==> src/rtl/core/deadline_sorted_timer_queue_assert.svh <==
// Assertion macros shared by the timer queue RTL modules.
// Depends on signals named clock and reset in the module that uses them.
`ifndef DEADLINE_SORTED_TIMER_QUEUE_ASSERT_SVH
`define DEADLINE_SORTED_TIMER_QUEUE_ASSERT_SVH

// Same-cycle implication, checked outside reset.
`define DSTQ_ASSERT_IMPL(label, ante, cons) \
   label: assert property (@(posedge clock) disable iff (reset) (ante) |-> (cons)) \
      else $error("timer queue assertion failed");

// Next-cycle implication, checked outside reset.
`define DSTQ_ASSERT_NEXT(label, ante, cons) \
   label: assert property (@(posedge clock) disable iff (reset) (ante) |=> (cons)) \
      else $error("timer queue assertion failed");

`endif

==> src/rtl/core/dstq_pkg.sv <==
// Package for the deadline-sorted timer queue: sizes, codes and the
// transaction and control struct types. No dependencies.
`default_nettype none

package dstq_pkg;

   localparam int DEPTH       = 16;
   localparam int MAX_RESULTS = 16;
   localparam int IDX_W       = $clog2(DEPTH);
   localparam int CNT_W       = $clog2(DEPTH + 1);
   localparam int SEC_W       = 40;
   localparam int TAG_W       = 16;
   localparam int DELAY_W     = 32;

   typedef enum logic [0:0] {
      FUNC_ADD  = 1'b0,
      FUNC_TICK = 1'b1
   } func_type;

   typedef enum logic [1:0] {
      KIND_ADDED   = 2'd0,
      KIND_FULL    = 2'd1,
      KIND_EXPIRED = 2'd2,
      KIND_NONE    = 2'd3
   } kind_type;

   typedef enum logic [1:0] {
      RD_CUR   = 2'd0,
      RD_PREV  = 2'd1,
      RD_PREV2 = 2'd2
   } rd_sel_type;

   typedef struct packed {
      logic                       func;
      logic signed [DELAY_W-1:0]  delay_seconds;
      logic [TAG_W-1:0]           tag;
   } req_type;

   typedef struct packed {
      kind_type                   kind;
      logic [TAG_W-1:0]           out_tag;
      logic [SEC_W-1:0]           out_deadline;
      logic                       last;
   } rsp_type;

   typedef struct packed {
      logic [SEC_W-1:0] deadline;
      logic [TAG_W-1:0] tag;
   } entry_type;

   typedef struct packed {
      logic       acc_add;
      logic       acc_tick;
      rd_sel_type rd_sel;
      logic       wr_shift;
      logic       wr_new;
      logic       pend_load;
      logic       emit;
      kind_type   emit_kind;
      logic       emit_last;
      logic       commit;
   } dp_cmd_type;

   typedef struct packed {
      logic full;
      logic idx_zero;
      logic idx_one;
      logic scan_more;
      logic rd_gt_dl;
      logic rd_le_now;
      logic out_free;
   } dp_status_type;

endpackage

`default_nettype wire

==> src/rtl/core/deadline_sorted_timer_queue.sv <==
// Top level of the deadline-sorted timer queue: joins the controller and
// the datapath. Depends on dstq_pkg, dstq_ctrl and dstq_datapath.
// Usage: the request channel (req_valid, req_ready, req_payload) carries
// one transaction per command. An add (func 0) places a reminder with
// deadline now plus delay_seconds, clamped at zero and at the counter top,
// behind all entries with an equal or earlier deadline; it answers with one
// added or queue-full transaction. A tick (func 1) advances the second
// counter and answers with every due entry, earliest first, at most sixteen,
// or with a single nothing-expired transaction; the last flag marks the
// final response of each request.
// Flow: a request is taken only while the controller is idle. An add moves
// each later entry up one slot per cycle from the tail, and the walk stops at
// the first entry with an equal or earlier deadline; a rejected add moves
// nothing. A tick reads each due entry through the registered read port of
// the entry memory, and its scan stops at an entry not yet due.
// Responses sit in an output register; while rsp_ready is low the block holds
// that transaction and stalls at its next response, and takes new requests
// once idle. Reset clears the second counter and empties the queue.
`default_nettype none

module deadline_sorted_timer_queue (
   input  wire logic              clock,
   input  wire logic              reset,
   input  wire logic              req_valid,
   output logic                   req_ready,
   input  wire dstq_pkg::req_type req_payload,
   output logic                   rsp_valid,
   input  wire logic              rsp_ready,
   output dstq_pkg::rsp_type      rsp_payload
);

   // Command and status groups between the sequencer and the datapath.
   dstq_pkg::dp_cmd_type    cmd;
   dstq_pkg::dp_status_type status;

   dstq_ctrl u_ctrl (
      .clock     (clock),
      .reset     (reset),
      .req_valid (req_valid),
      .req_func  (req_payload.func),
      .req_ready (req_ready),
      .status    (status),
      .cmd       (cmd)
   );

   dstq_datapath u_datapath (
      .clock       (clock),
      .reset       (reset),
      .req_payload (req_payload),
      .cmd         (cmd),
      .status      (status),
      .rsp_ready   (rsp_ready),
      .rsp_valid   (rsp_valid),
      .rsp_payload (rsp_payload)
   );

endmodule

`default_nettype wire

==> src/rtl/core/dstq_datapath.sv <==
// Datapath of the timer queue: entry ring memory, second counter, walk
// index, pending expiry and the result register. Depends on dstq_pkg.
`default_nettype none
`include "deadline_sorted_timer_queue_assert.svh"

module dstq_datapath (
   input  wire logic                    clock,
   input  wire logic                    reset,
   input  wire dstq_pkg::req_type       req_payload,
   input  wire dstq_pkg::dp_cmd_type    cmd,
   output dstq_pkg::dp_status_type      status,
   input  wire logic                    rsp_ready,
   output logic                         rsp_valid,
   output dstq_pkg::rsp_type            rsp_payload
);

   // Physical slot of logical position offset, counted from the ring head.
   function automatic logic [dstq_pkg::IDX_W-1:0] ring_index(
      input logic [dstq_pkg::IDX_W-1:0] base,
      input logic [dstq_pkg::CNT_W-1:0] offset
   );
      logic [dstq_pkg::CNT_W:0] sum;
      sum = (dstq_pkg::CNT_W + 1)'(base) + (dstq_pkg::CNT_W + 1)'(offset);
      if (sum >= (dstq_pkg::CNT_W + 1)'(dstq_pkg::DEPTH)) begin
         sum = sum - (dstq_pkg::CNT_W + 1)'(dstq_pkg::DEPTH);
      end
      return sum[dstq_pkg::IDX_W-1:0];
   endfunction

   dstq_pkg::entry_type             mem_ff [dstq_pkg::DEPTH];
   dstq_pkg::entry_type             rd_data_ff;
   dstq_pkg::entry_type             pend_ff;
   dstq_pkg::rsp_type               rsp_ff;
   logic                            rsp_valid_ff, rsp_valid_in;
   logic [dstq_pkg::SEC_W-1:0]      now_ff, now_in;
   logic [dstq_pkg::SEC_W-1:0]      dl_ff;
   logic [dstq_pkg::TAG_W-1:0]      tag_ff;
   logic [dstq_pkg::IDX_W-1:0]      head_ff, head_in;
   logic [dstq_pkg::CNT_W-1:0]      count_ff, count_in;
   logic [dstq_pkg::CNT_W-1:0]      idx_ff, idx_in;
   logic [dstq_pkg::CNT_W-1:0]      rd_off;
   logic [dstq_pkg::IDX_W-1:0]      rd_addr;
   logic [dstq_pkg::IDX_W-1:0]      wr_addr;
   logic signed [dstq_pkg::SEC_W+1:0] sum_wide;
   logic [dstq_pkg::SEC_W-1:0]      dl_calc;

   // Deadline of an add: now plus signed delay, clamped to the counter range.
   assign sum_wide = $signed({2'b00, now_ff})
                   + (dstq_pkg::SEC_W + 2)'(req_payload.delay_seconds);

   always_comb begin
      priority if (sum_wide[dstq_pkg::SEC_W+1]) begin
         dl_calc = '0;
      end else if (sum_wide[dstq_pkg::SEC_W]) begin
         dl_calc = '1;
      end else begin
         dl_calc = sum_wide[dstq_pkg::SEC_W-1:0];
      end
   end

   always_comb begin
      unique case (cmd.rd_sel)
         dstq_pkg::RD_PREV: begin
            rd_off = (idx_ff != '0) ? idx_ff - 1'b1 : '0;
         end
         dstq_pkg::RD_PREV2: begin
            rd_off = (idx_ff >= dstq_pkg::CNT_W'(2)) ? idx_ff - dstq_pkg::CNT_W'(2) : '0;
         end
         default: begin
            rd_off = idx_ff;
         end
      endcase
   end

   assign rd_addr = ring_index(head_ff, rd_off);
   assign wr_addr = ring_index(head_ff, idx_ff);

   always_ff @(posedge clock) begin
      rd_data_ff <= mem_ff[rd_addr];
      if (cmd.wr_shift) begin
         mem_ff[wr_addr] <= rd_data_ff;
      end else if (cmd.wr_new) begin
         mem_ff[wr_addr] <= '{deadline: dl_ff, tag: tag_ff};
      end
   end

   always_comb begin
      now_in   = now_ff;
      idx_in   = idx_ff;
      count_in = count_ff;
      head_in  = head_ff;
      if (cmd.acc_tick && now_ff != '1) begin
         now_in = now_ff + 1'b1;
      end
      priority if (cmd.acc_add) begin
         idx_in = count_ff;
      end else if (cmd.acc_tick) begin
         idx_in = '0;
      end else if (cmd.wr_shift) begin
         idx_in = idx_ff - 1'b1;
      end else if (cmd.pend_load) begin
         idx_in = idx_ff + 1'b1;
      end
      if (cmd.wr_new) begin
         count_in = count_ff + 1'b1;
      end else if (cmd.commit) begin
         count_in = count_ff - idx_ff;
         head_in  = wr_addr;
      end
      if (cmd.emit) begin
         rsp_valid_in = 1'b1;
      end else if (rsp_ready) begin
         rsp_valid_in = 1'b0;
      end else begin
         rsp_valid_in = rsp_valid_ff;
      end
   end

   always_ff @(posedge clock) begin
      if (reset) begin
         now_ff       <= '0;
         idx_ff       <= '0;
         count_ff     <= '0;
         head_ff      <= '0;
         rsp_valid_ff <= 1'b0;
      end else begin
         now_ff       <= now_in;
         idx_ff       <= idx_in;
         count_ff     <= count_in;
         head_ff      <= head_in;
         rsp_valid_ff <= rsp_valid_in;
      end
   end

   always_ff @(posedge clock) begin
      if (cmd.acc_add) begin
         dl_ff  <= dl_calc;
         tag_ff <= req_payload.tag;
      end
      if (cmd.pend_load) begin
         pend_ff <= rd_data_ff;
      end
      if (cmd.emit) begin
         rsp_ff.kind <= cmd.emit_kind;
         rsp_ff.last <= cmd.emit_last;
         unique case (cmd.emit_kind)
            dstq_pkg::KIND_ADDED: begin
               rsp_ff.out_tag      <= tag_ff;
               rsp_ff.out_deadline <= dl_ff;
            end
            dstq_pkg::KIND_FULL: begin
               rsp_ff.out_tag      <= '0;
               rsp_ff.out_deadline <= dl_ff;
            end
            dstq_pkg::KIND_EXPIRED: begin
               rsp_ff.out_tag      <= pend_ff.tag;
               rsp_ff.out_deadline <= pend_ff.deadline;
            end
            default: begin
               rsp_ff.out_tag      <= '0;
               rsp_ff.out_deadline <= '0;
            end
         endcase
      end
   end

   assign status.full      = (count_ff == dstq_pkg::CNT_W'(dstq_pkg::DEPTH));
   assign status.idx_zero  = (idx_ff == '0);
   assign status.idx_one   = (idx_ff == dstq_pkg::CNT_W'(1));
   assign status.scan_more = (idx_ff < count_ff) && (32'(idx_ff) < dstq_pkg::MAX_RESULTS);
   assign status.rd_gt_dl  = (rd_data_ff.deadline > dl_ff);
   assign status.rd_le_now = (rd_data_ff.deadline <= now_ff);
   assign status.out_free  = !rsp_valid_ff || rsp_ready;

   assign rsp_valid   = rsp_valid_ff;
   assign rsp_payload = rsp_ff;

   `DSTQ_ASSERT_IMPL(a_emit_has_room, cmd.emit, !rsp_valid_ff || rsp_ready)
   `DSTQ_ASSERT_IMPL(a_count_bound, 1'b1, count_ff <= dstq_pkg::CNT_W'(dstq_pkg::DEPTH))
   `DSTQ_ASSERT_NEXT(a_insert_grows, cmd.wr_new, count_ff == $past(count_ff) + 1'b1)

endmodule

`default_nettype wire

==> src/rtl/core/dstq_ctrl.sv <==
// Controller state machine of the timer queue: sequences insertion walks
// and expiry scans over the datapath. Depends on dstq_pkg.
`default_nettype none
`include "deadline_sorted_timer_queue_assert.svh"

module dstq_ctrl (
   input  wire logic                    clock,
   input  wire logic                    reset,
   input  wire logic                    req_valid,
   input  wire logic                    req_func,
   output logic                         req_ready,
   input  wire dstq_pkg::dp_status_type status,
   output dstq_pkg::dp_cmd_type         cmd
);

   typedef enum logic [6:0] {
      ST_IDLE     = 7'b0000001,
      ST_ADD_CHK  = 7'b0000010,
      ST_ADD_CMP  = 7'b0000100,
      ST_ADD_PUT  = 7'b0001000,
      ST_TICK_RD  = 7'b0010000,
      ST_TICK_CHK = 7'b0100000,
      ST_TICK_FIN = 7'b1000000
   } state_type;

   state_type state_ff, state_in;

   always_comb begin
      state_in      = state_ff;
      cmd           = '0;
      cmd.rd_sel    = dstq_pkg::RD_CUR;
      cmd.emit_kind = dstq_pkg::KIND_NONE;
      req_ready     = 1'b0;
      unique case (state_ff)
         ST_IDLE: begin
            req_ready = 1'b1;
            if (req_valid) begin
               if (req_func == dstq_pkg::FUNC_ADD) begin
                  cmd.acc_add = 1'b1;
                  state_in    = ST_ADD_CHK;
               end else begin
                  cmd.acc_tick = 1'b1;
                  state_in     = ST_TICK_RD;
               end
            end
         end
         ST_ADD_CHK: begin
            cmd.rd_sel = dstq_pkg::RD_PREV;
            priority if (status.full) begin
               if (status.out_free) begin
                  cmd.emit      = 1'b1;
                  cmd.emit_kind = dstq_pkg::KIND_FULL;
                  cmd.emit_last = 1'b1;
                  state_in      = ST_IDLE;
               end
            end else if (status.idx_zero) begin
               state_in = ST_ADD_PUT;
            end else begin
               state_in = ST_ADD_CMP;
            end
         end
         ST_ADD_CMP: begin
            // Read one slot ahead so that the shift steps follow back to back.
            cmd.rd_sel = dstq_pkg::RD_PREV2;
            if (status.rd_gt_dl) begin
               cmd.wr_shift = 1'b1;
               if (status.idx_one) begin
                  state_in = ST_ADD_PUT;
               end
            end else begin
               state_in = ST_ADD_PUT;
            end
         end
         ST_ADD_PUT: begin
            if (status.out_free) begin
               cmd.wr_new    = 1'b1;
               cmd.emit      = 1'b1;
               cmd.emit_kind = dstq_pkg::KIND_ADDED;
               cmd.emit_last = 1'b1;
               state_in      = ST_IDLE;
            end
         end
         ST_TICK_RD: begin
            if (status.scan_more) begin
               state_in = ST_TICK_CHK;
            end else begin
               state_in = ST_TICK_FIN;
            end
         end
         ST_TICK_CHK: begin
            // The previous due entry goes out only once this one is known
            // to be due as well, so that it is not the last one.
            if (status.rd_le_now) begin
               if (status.idx_zero) begin
                  cmd.pend_load = 1'b1;
                  state_in      = ST_TICK_RD;
               end else if (status.out_free) begin
                  cmd.emit      = 1'b1;
                  cmd.emit_kind = dstq_pkg::KIND_EXPIRED;
                  cmd.pend_load = 1'b1;
                  state_in      = ST_TICK_RD;
               end
            end else begin
               state_in = ST_TICK_FIN;
            end
         end
         ST_TICK_FIN: begin
            if (status.out_free) begin
               cmd.emit      = 1'b1;
               cmd.emit_last = 1'b1;
               cmd.emit_kind = status.idx_zero ? dstq_pkg::KIND_NONE
                                               : dstq_pkg::KIND_EXPIRED;
               cmd.commit    = 1'b1;
               state_in      = ST_IDLE;
            end
         end
         default: begin
            state_in = ST_IDLE;
         end
      endcase
   end

   always_ff @(posedge clock) begin
      if (reset) begin
         state_ff <= ST_IDLE;
      end else begin
         state_ff <= state_in;
      end
   end

   `DSTQ_ASSERT_NEXT(a_accept_leaves_idle, req_valid && req_ready, state_ff != ST_IDLE)
   `DSTQ_ASSERT_IMPL(a_no_insert_when_full, cmd.wr_new, !status.full)

endmodule

`default_nettype wire

==> config.mk <==
export PLATFORM = sky130hd
export DESIGN_NAME = deadline_sorted_timer_queue
export DESIGN_NICKNAME = d
export VERILOG_FILES = /design/src/rtl/core/dstq_pkg.sv /design/src/rtl/core/deadline_sorted_timer_queue.sv /design/src/rtl/core/dstq_datapath.sv /design/src/rtl/core/dstq_ctrl.sv
export VERILOG_INCLUDE_DIRS = /design/src /design/src/rtl/core
export SDC_FILE = /design/constraint.sdc
export NUM_CORES = 1
export LEC_CHECK = 0
export BUFFER_PORTS_ARGS = -buffer_cell sky130_fd_sc_hd__buf_2
export CAP_MARGIN = 40
export CORE_ASPECT_RATIO = 0.75
export CORE_UTILIZATION = 50
export DETAILED_ROUTE_END_ITERATION = 12
export GPL_TIMING_DRIVEN = 0
export PLACE_DENSITY = 0.69
export SETUP_SLACK_MARGIN = 0.15
export SLEW_MARGIN = 20
export SYNTH_ARGS = -nofsm -noshare
export SYNTH_HDL_FRONTEND = slang
export SYNTH_SLANG_ARGS = --single-unit
export TNS_END_PERCENT = 50
==> constraint.sdc <==
create_clock -name clock -period 7.08 [get_ports clock]
set_input_delay 2.124 -clock clock [delete_from_list [all_inputs] [get_ports clock]]
set_output_delay 2.124 -clock clock [all_outputs]
set_load 0.01 [all_outputs]
==> metrics <==
worst setup margin=1.19 ns; metal2 WL=just under 60 mm; CORE AREA=slightly below 100,000 µm²; 1st-iter DRT viols=3,556; Die Area=100,000 µm²; proportion of synthesized area in mux cells=0.114; Post-CTS Hold Fix Bufs=0; cell taking the most area after synthesis=edfxtp_1; IO Port Bufs=around 110; Least-Margin Pin Slew=roughly 0.90 ns; Peak supply drop=approximately 0.00024 V; Clock Latency Late Sink=between 0.7 and 0.8 ns; vias in the first global route=between 20,000 and 30,000; Post-synth EDFFs=between 1,000 and 1,500; Place WS=~0.73 ns; Hold Worst Slack=~0.43 ns; largest net degree at the start of global routing=25; final setup vio count=0; Avg Vias per Cell=around 6.1; Total Nets Final=about 3,600; CTS tree=yes; Worst Path Required=7.58 ns; min cycle time layout=5.89 ns; Max Root-Sink Buffers=3; Pleak=roughly 19 nW; crit path launch type=flip-flop; Max Cap Viol=0; critical path class=flip-flop to flip-flop; RSZ-0062 raised after global routing=no; GR Overflow Total=0; routed wire length per instance=26.8 µm; post-route cell area=between 50,000 and 60,000 µm²; chip width=roughly 370 µm; die height=275 µm; status=complete, no violations; Initial Util=0.507; DP Area=between 50,000 and 60,000 µm²; Simple-Gate Fraction of Synth Area=0.0539; fill count=6,993; CTS clk-pin slew, worst paths=0.06 ns; Most used DFF post-synth=edfxtp_1; clock net sink count=roughly 1,200; Synth Area in Compound Gates=0.0665; htree depth=3; DR top layer=met4; post-route ant nets=0; Synthesized Nets=roughly 3,200; distinct cell type count after synthesis=between 70 and 80; cells after synthesis=3,009; final core occ=0.590; CP Capture Type=flip-flop; Cell Area, Synth=about 50,000 µm²; Post-Synth Adder-Cell Area=0.0380; Total GRT Usage=0.257; Setup Skew=around 0.047 ns; Synth top area share=0.647; met3 WL post-DR=about 12 mm; initial antenna violation count=2; Seq cells post-synth=around 1,200; Max Freq=between 0.15 and 0.2 GHz; root buf cell=clkbuf_16; power density over the cells=roughly 360 nW/µm²; M1 WL=roughly 55 mm; Synth Warn #=0; sequential fraction of the synthesis area=0.694; final slew viol count=0; Worst Path Arrival=roughly 6.4 ns; top cells by area, synth=edfxtp_1 (65%), mux4_2 (10%), dfxtp_1 (4.8%); Num CTS Buffers=between 100 and 150; First-pass DRT Iterations=5; Post-route DRC=0; Worst Path Max Fanout=10; ratio of cells with drive above 1 in the final layout=0.201; first-pass GRT wire length=about 190 mm; DP Wirelength=roughly 93 mm; Post-CTS Resized=0; Final period util=0.832; relative slew slack=0.400; largest family of logic cells by synthesized area=multiplexers; final hold violation count=0; setup bufs post-CTS=0; via count=approximately 29,000; Mapped Avg Cell Area=around 16 µm²; Hold Crit Class=flip-flop to flip-flop; XOR/XNOR Fraction of Synth Area=0.0145; num rows=99; Async S/R FF share, synth=0; Routed WL=roughly 130 mm; Syn-to-layout area delta=16.4%; gpl congestion=about 0.9; IO Pins=about 110
[where the power goes]
group | internal, mW | switching [mW] | leakage [nW]
clock | 3.35 | 2.61 | 1.77
combinational | 2.12 | 3.31 | 6.96
sequential | 8.76 | 0.366 | 10.6
total | 14.2 | 6.29 | 19.3
[layout by cell type, fill, tap and decap left out, types with 42 or more instances in the layout]
cell type,n
a211oi_1,68
a21oi_1,212
buf_2,123
buf_4,50
buf_6,42
clkbuf_1,127
clkbuf_16,112
dfxtp_1,118
edfxtp_1,1067
ha_1,144
inv_1,110
mux2i_1,61
mux4_2,224
nand2_1,181
nand3_1,51
nor2_1,91
nor2b_1,71
o21ai_0,49
xnor2_1,61
[per-layer routing]
| layer | up-vias | track usage |
|---|---|---|
| met3 | 192 | 0.0461 |
| li1 | 12600 | - |
| met2 | 1469 | 0.390 |
| met1 | 15100 | 0.387 |
| met4 | 0 | 0.0672 |
| met5 | - | 0 |
[per-stage QoR]
step / std cells / setup TNS [ns] / power [mW]
after floorplan: 3009 / -7.43 / 12.4
after global placement: 4435 / -1971.22 / 14.1
after detailed placement: 4575 / 0 / 14.6
after CTS: 4786 / 0 / 20.5
after global routing: 4795 / 0 / 21.3
final: 4796 / 0 / 20.5
[layout make-up]
| type | count | area (µm²) | area share |
|---|---|---|---|
| Antenna cell | 1 | 2.50 | 0.0000434 |
| Buffer | 131 | 503 | 0.00872 |
| Clock buffer | 151 | 3040 | 0.0527 |
| Clock inverter | 60 | 616 | 0.0107 |
| Inverter | 111 | 417 | 0.00722 |
| Multi-Input combinational cell | 1582 | 14400 | 0.250 |
| Sequential cell | 1185 | 34400 | 0.596 |
| Tap cell | 1313 | 1640 | 0.0285 |
| Timing Repair Buffer | 262 | 2660 | 0.0460 |
[final timing paths]
| check | start | to | slack [ns] | depth (start not counted) |
|---|---|---|---|---|
| setup / recovery | u_ctrl.state_ff[6]$_SDFFE_PP0P_ | u_datapath.rd_data_ff[23]$_DFF_P_ | 1.19 | 14 |
| hold / removal | u_datapath.rd_data_ff[1]$_DFF_P_ | u_datapath.pend_ff[1]$_DFFE_PP_ | 0.43 | 0 |
| setup reg to reg | u_ctrl.state_ff[6]$_SDFFE_PP0P_ | u_datapath.rd_data_ff[23]$_DFF_P_ | 1.19 | 14 |
| hold reg to reg | u_datapath.rd_data_ff[1]$_DFF_P_ | u_datapath.pend_ff[1]$_DFFE_PP_ | 0.43 | 0 |
[cell families (layout without fill, tap and decap cells)]
| kind of cell | Yosys count | count (layout) |
|---|---|---|
| DFF | 1185 | 1185 |
| and+or+nand+nor | 546 | 546 |
| AOI/OAI and AO/OA | 521 | 521 |
| muxes | 285 | 285 |
| buffers and inverters | 242 | 715 |
| adders and majority gates | 148 | 148 |
| xor gates and xnor gates | 82 | 82 |
| other | 0 | 1 |
[flip-flops by register name, summed over array words and instances (netlist names)]
signal and flops:
u_datapath.now_ff 40, u_datapath.tag_ff 16, u_datapath.mem_ff 896, u_datapath.idx_ff 5
u_datapath.count_ff 5, u_datapath.pend_ff 56, u_datapath.head_ff 4, u_ctrl.state_ff 7
u_datapath.rsp_payload 59, u_datapath.rd_data_ff 56, u_datapath.dl_ff 40, u_datapath.rsp_valid 1
[cells in the mapped netlist (all sizes together) (4+ instances only)]
master / instances
nor2: 105
o211ai: 7
dfxtp: 118
a21boi: 4
o22ai: 5
nor4: 8
o21a: 4
a21o: 28
a41oi: 5
inv: 110
and2: 7
a31oi: 9
a221oi: 5
and3: 13
nand3: 51
mux4: 224
nor2b: 71
mux2i: 61
nand4: 36
buf: 34
o21ai: 92
xor2: 21
edfxtp: 1067
or2: 4
fa: 4
or3: 8
a211o: 7
ha: 144
xnor2: 61
and4: 6
nand2: 181
a21oi: 213
nor3: 27
clkbuf: 97
nand2b: 17
a211oi: 70
a22o: 40
[worst max-delay path, stage by stage, from the launching register on]
cell and delay (ns):
dfxtp_1 0.37, nor4_1 0.37, nand3_1 0.20, ha_1 0.48
inv_1 0.09, a31oi_1 0.17, a31oi_1 0.11, ha_1 0.28
fa_1 0.64, clkbuf_1 0.59, clkbuf_1 0.60, clkbuf_1 0.64
mux4_2 0.42, a211oi_1 0.54, a21oi_1 0.19
Power figures use the tool's default switching activity.
